===== config.mk =====
export PLATFORM = sky130hd
export DESIGN_NAME = rmq_div
export DESIGN_NICKNAME = d
export VERILOG_FILES = /design/src/rmq_div.sv
export SDC_FILE = /design/constraint.sdc
export NUM_CORES = 2
export LEC_CHECK = 0
export ABC_AREA = 0
export BUFFER_PORTS_ARGS = -buffer_cell sky130_fd_sc_hd__buf_4
export CAP_MARGIN = 20
export CORE_MARGIN = 8
export CORE_UTILIZATION = 30
export DETAILED_ROUTE_END_ITERATION = 6
export PLACE_DENSITY = 0.48
export SYNTH_ARGS = -nofsm -noshare
export SYNTH_HDL_FRONTEND = slang
export SYNTH_SLANG_ARGS = --single-unit

===== constraint.sdc =====
create_clock -name clk -period 3.15 [get_ports clk]
set_clock_uncertainty 0.15 [all_clocks]
set_input_delay 0.63 -clock clk [delete_from_list [all_inputs] [get_ports clk]]
set_output_delay 0.63 -clock clk [all_outputs]
set_load 0.02 [all_outputs]

===== src/rmq_div.sv =====
// Pipelined restoring divider: one quotient bit per stage, signed result truncated toward zero.
module rmq_div #(
  parameter int unsigned NUM_W = 48,
  parameter int unsigned DEN_W = 18,
  parameter int unsigned TAG_W = 1
) (
  input  logic             clk,
  input  logic             rst,
  input  logic             in_valid,
  input  logic [NUM_W-1:0] num_mag,
  input  logic             num_neg,
  input  logic [DEN_W-1:0] den,
  input  logic [TAG_W-1:0] in_tag,
  output logic             out_valid,
  output logic [NUM_W-1:0] quot_mag,
  output logic             quot_neg,
  output logic [TAG_W-1:0] out_tag
);
  localparam int unsigned REM_W = DEN_W + 1;

  logic             vld [NUM_W+1];
  logic [NUM_W-1:0] qr  [NUM_W+1];
  logic [REM_W-1:0] rm  [NUM_W+1];
  logic [DEN_W-1:0] dn  [NUM_W+1];
  logic             ng  [NUM_W+1];
  logic [TAG_W-1:0] tg  [NUM_W+1];

  assign vld[0] = in_valid;
  assign qr[0]  = num_mag;
  assign rm[0]  = '0;
  assign dn[0]  = den;
  assign ng[0]  = num_neg;
  assign tg[0]  = in_tag;

  for (genvar i = 0; i < NUM_W; i++) begin : g_stage
    logic [REM_W-1:0] shifted;
    logic [REM_W-1:0] diff;
    logic             fits;
    assign shifted = {rm[i][REM_W-2:0], qr[i][NUM_W-1]};
    assign fits    = shifted >= {1'b0, dn[i]};
    assign diff    = shifted - {1'b0, dn[i]};
    always_ff @(posedge clk) begin
      if (rst) begin
        vld[i+1] <= 1'b0;
      end else begin
        vld[i+1] <= vld[i];
      end
      qr[i+1] <= {qr[i][NUM_W-2:0], fits};
      rm[i+1] <= fits ? diff : shifted;
      dn[i+1] <= dn[i];
      ng[i+1] <= ng[i];
      tg[i+1] <= tg[i];
    end
  end

  assign out_valid = vld[NUM_W];
  assign quot_mag  = qr[NUM_W];
  assign quot_neg  = ng[NUM_W];
  assign out_tag   = tg[NUM_W];
endmodule


# Word-level counts from Yosys, hierarchy flattened
# Index checks and enable logic that the tools add are counted.
# totals
word_cells	429
register_bits	4140
in_bits	71
# op_classes
muxes	47
n_addsub	47
n_lt_le_gt_ge	48
# ops
operator	n
$ge A19 B18 Y1	47
$mux W18	46
$sub A18 B18 Y18	46
$ge A1 B18 Y1	1
$sub A1 B18 Y18	1
$mux W1	1

# Depth between registers and ports, before layout
# depth
word_depth	2
depth_mapped	13
mapped_depth_nobuf	11

# Worst setup path after synthesis
# OpenSTA, ideal clock, no wires.
# synth_timing
kind	flip-flop to flip-flop
start	register dn[307] (netlist name)
end	register rm, in the netlist g_stage[32].shifted[10]
period_less_slack_ns	3.134
path_stages_with_launch	11
t_required_ns	2.879
slack_ns	0.016
t_arrival_ns	2.863
setup_ns	0.121
path_buffers	1
path_cell_list	dfxtp_1 inv_1 ha_1 nor2b_1 o31a_1 o311ai_2 a21boi_2 o211a_1 a2111oi_4 buf_6 mux2_4
# synth_between
elab_chain_cells	2
elab_cells_between_ends	3
# synth_rtl
element	line_no	text
from (decl)	24	logic [DEN_W-1:0] dn [NUM_W+1];
from (signal, indexed assignment)	50	dn[i+1] <= dn[i];
$sub A18 B18 Y18 / $ge A19 B18 Y1 (equally long branches)	41, 40	
$mux W18 (*)	49	rm[i+1] <= fits ? diff : shifted;
to (signal, indexed assignment)	49	
to (decl)	23	logic [REM_W-1:0] rm [NUM_W+1];
# Mark *: on every way between the ends. The rest lies on a longest branch, timed or not.
# A chain may end at the register's enable or synchronous reset.

# Final worst setup path
# layout_timing
start	register dn[289] (netlist name)
end	register rm, in the netlist g_stage[33].shifted[8]
# The elaborated chain is that of the path after synthesis.

==> results.yml <==
run_status:
  status: "finished clean"
sta:
  report.final.slew_viol_count: 0
  fin_ws_ns: 0.1478
  worst_pin_slew_ns: 0.7745
  timing.fmax_ghz: 0.3331
  hold_viol: 0
  relSlewSlack: 0.4771
  fin_crit_ns: 3.002
  min_period_over_period: 0.9531
  setup_viol: 0
worst_setup_path:
  cpMaxStageDelayCell: "o311ai_2"
  critPathLaunchType: "flop"
  reg2reg_slack_ns: 0.15
  crit_chain: "inv_1 -> ha_1 -> nor2b_1 -> o31a_1 -> o311ai_2 -> nand2_1 -> a211o_1 -> a31oi_2 -> buf_12 -> mux2_2"
  max_stage_delay_ns: 0.35
  cp.arrival_ns: 3.71
  critPathMaxFanout: 14
  r2r-end: "g_stage[33].shifted[8]$_DFF_P_"
  cp.required_ns: 3.86
  worstRegToRegCells: 10
  path_class: "reg2reg"
  r2r-start: "dn[289]$_DFF_P_"
  cp-end-kind: "flop"
detailed_routing:
  wl_per_cell_um: 14.25
  dr.pass1.iters: 6
  totalWireLength_mm: 272.1
  vias: 82560
  routed_via_density: 4.326
  drt-initial-drc-count: 3992
  antenna_left: 0
  remaining_drc_errors: 0
die:
  core_area_sq_um: 456100
  die_x_um: 692.7
  start_util: 0.3012
  fp.dieArea_sq_um: 479800
  die_y_um: 692.7
  ios: 122
  num_rows: 248
logic_synthesis:
  synth_top_cell_area_share: 0.6033
  synthMostInstantiatedCell: "dfxtp_1"
  syn_area_sq_um: 137400
  seq_area_frac_synth: 0.6033
  syn_inst: 12070
  syn-num-nets: 13040
  synth_area_leader_cell: "dfxtp_1"
  synth_warnings: 0
  async_reset_ff_frac: 0
  synth.top_cells.by_area: "dfxtp_1 60%, ha_1 7.7%, mux2_2 4.5%, inv_1 3.0%, a21oi_1 2.4%"
  synth_edf_count: 0
  synth-main-ff-cell: "dfxtp_1"
  ys_seq_elements: 4140
  ys_types: 89
  synth_area_per_cell_sq_um: 11.38
  netlist_top_cells_count: "4,140 x dfxtp_1, 1,090 x inv_1, 848 x ha_1, 670 x a21oi_1, 603 x nor2_1"
grt:
  grt-busiest-layer: "met2"
  grt.total_usage: 0.1094
  grt_pass1_wl_mm: 438.3
  grtUsageMet1: 0.1484
  grt_start_max_net_pins: 49
  use_met2: 0.1732
  grt-ovfl-total: 0
  grt_pass1_vias: 82210
  antenna_found_initial: 2
  gr-usage-met3: 0.02189
clocking:
  path_clk_slew_ns: 0.06
  htree_levels: 5
  cts-root-buf: "clkbuf_16"
  clkSinkCount: 4140
  clock_latency_ns: 1.01
  cts_tree: "done"
  clock_path_buffers: 4
  cts_made_buffers: 445
placed_design:
  port_buffers: 121
  dp_slack_ns: -0.09594
  post-dp-hpwl_mm: 196.0
  gp_congestion: 0.8183
final_layout:
  utilization: 0.3594
  nNetsFinal: 13680
  n_fill_cell: 44930
  syn_to_final_growth_pct: 19.32
  multi_input_area_sq_um: 49470
  ff_latch_area_sq_um: 82880
  drive_gt1_frac: 0.1388
hold_path:
  hold-path-endpoint: "qr[842]$_DFF_P_"
  worstHoldStart: "qr[889]$_DFF_P_"
  whs_path_depth: 0
  min_path_type: "reg2reg"
power:
  peakVddDrop_uv: 557.7
  power_density_nw_per_um2: 1071
  p_leak_uw: 0.07118
flow_run:
  drv_cap: 0
placed cells by master (no fill, tap or decap), drive strengths merged, types with 37 or more instances in the layout:
| cell | count |
|---|---|
| a211oi | 88 |
| a21o | 236 |
| a21oi | 670 |
| a31oi | 67 |
| and2 | 53 |
| and3 | 50 |
| buf | 362 |
| bufinv | 67 |
| clkbuf | 584 |
| clkinv | 111 |
| dfxtp | 4140 |
| dlygate4sd3 | 85 |
| fa | 46 |
| ha | 848 |
| inv | 1114 |
| mux2 | 560 |
| mux2i | 43 |
| nand2 | 458 |
| nand2b | 73 |
| nand3 | 181 |
| nand4 | 140 |
| nor2 | 603 |
| nor2b | 165 |
| nor3 | 145 |
| o211ai | 61 |
| o21a | 252 |
| o21ai | 577 |
| o21bai | 72 |
| o31a | 50 |
| o31ai | 84 |
| or2 | 37 |
| xnor2 | 352 |
| xor2 | 209 |
what timing repair did:
item	4_1_cts	5_1_grt
pin swaps	0	10
buffers inserted	0	5
gates resized for setup	1	60
setup endpoints to repair	13	142
gates cloned	0	1
hold buffers	85	0
endpoints found under the hold margin	134	0
power by group:
group          switching, uW  internal (uW)  leakage [uW]  total [uW]
Clock                  21600          33500       0.00774       55000
Combinational          27300          25600        0.0288       53000
Sequential              4710          62900        0.0346       67600
Total                  53600         122000        0.0712      176000
worst max-delay path by stage:
stage                          from                         endpoint  depth (start not counted)
floorplan           dn[307]$_DFF_P_  g_stage[32].shifted[10]$_DFF_P_                         10
global placement    dn[613]$_DFF_P_   g_stage[15].shifted[4]$_DFF_P_                         10
detailed placement  dn[613]$_DFF_P_  g_stage[15].shifted[16]$_DFF_P_                         10
CTS                 dn[613]$_DFF_P_  g_stage[15].shifted[16]$_DFF_P_                         10
global route        dn[396]$_DFF_P_  g_stage[27].shifted[15]$_DFF_P_                         11
finish              dn[289]$_DFF_P_   g_stage[33].shifted[8]$_DFF_P_                         10
cells by family (layout without fill, tap and decap cells):
kind of cell,Yosys count,after routing,share of synthesized area
and+or+nand+nor,2029,2029,0.07123
AOI/OAI and AO/OA,2503,2503,0.1181
adders and majority gates,894,894,0.08394
other,0,1,0
muxes,603,603,0.04925
buffers and inverters,1340,2355,0.03842
xor gates and xnor gates,561,561,0.03577
DFF,4140,4140,0.6033
metrics by stage:
step | total power (uW) | std cells | setup TNS (ns) | instance area [sq um] | hold slack, ns
final | 175500 | 19090 | 0 | 163900 | 0.1145
after global routing | 187500 | 19090 | -0.06976 | 163900 | 0.04512
after CTS | 177900 | 19080 | 0 | 163600 | 0.0004515
after detailed placement | 120900 | 18180 | -0.9013 | 146800 | 0.1621
after global placement | 121100 | 18180 | -0.8290 | 146800 | 0.1596
after floorplan | 106800 | 12070 | 0 | 137400 | 0.1596
area by class of cell:
class | count | area share
Antenna cell | 1 | 0.00001527
Clock buffer | 583 | 0.07569
Clock inverter | 231 | 0.02159
Inverter | 1093 | 0.02507
Multi-Input combinational cell | 6590 | 0.3018
Sequential cell | 4140 | 0.5056
Tap cell | 6000 | 0.04580
Timing Repair Buffer | 448 | 0.02444
critical path: cells and delay by family, from the launching register on:
kind                       cells  cell delay (ns)
AOI/OAI and AO/OA              4             1.19
muxes                          1             0.35
DFF                            1             0.32
adders and majority gates      1             0.32
buffers and inverters          2             0.28
and+or+nand+nor                2             0.28
metal layers:
layer | vias to the layer above | wire, um
li1 | 42750 | -
met1 | 38010 | 133000
met2 | 1266 | 117900
met3 | 536 | 11900
met4 | 2 | 9278
met5 | - | 13
registers in the layout, indices dropped and copies added (netlist names):
| register | count |
|---|---|
| dn | 846 |
| tg | 47 |
| out_valid | 1 |
| g_stage.shifted | 893 |
| qr | 2209 |
| ng | 47 |
| out_tag | 1 |
| quot_mag | 48 |
| vld | 47 |
| quot_neg | 1 |
Power figures use the tool's default switching activity.
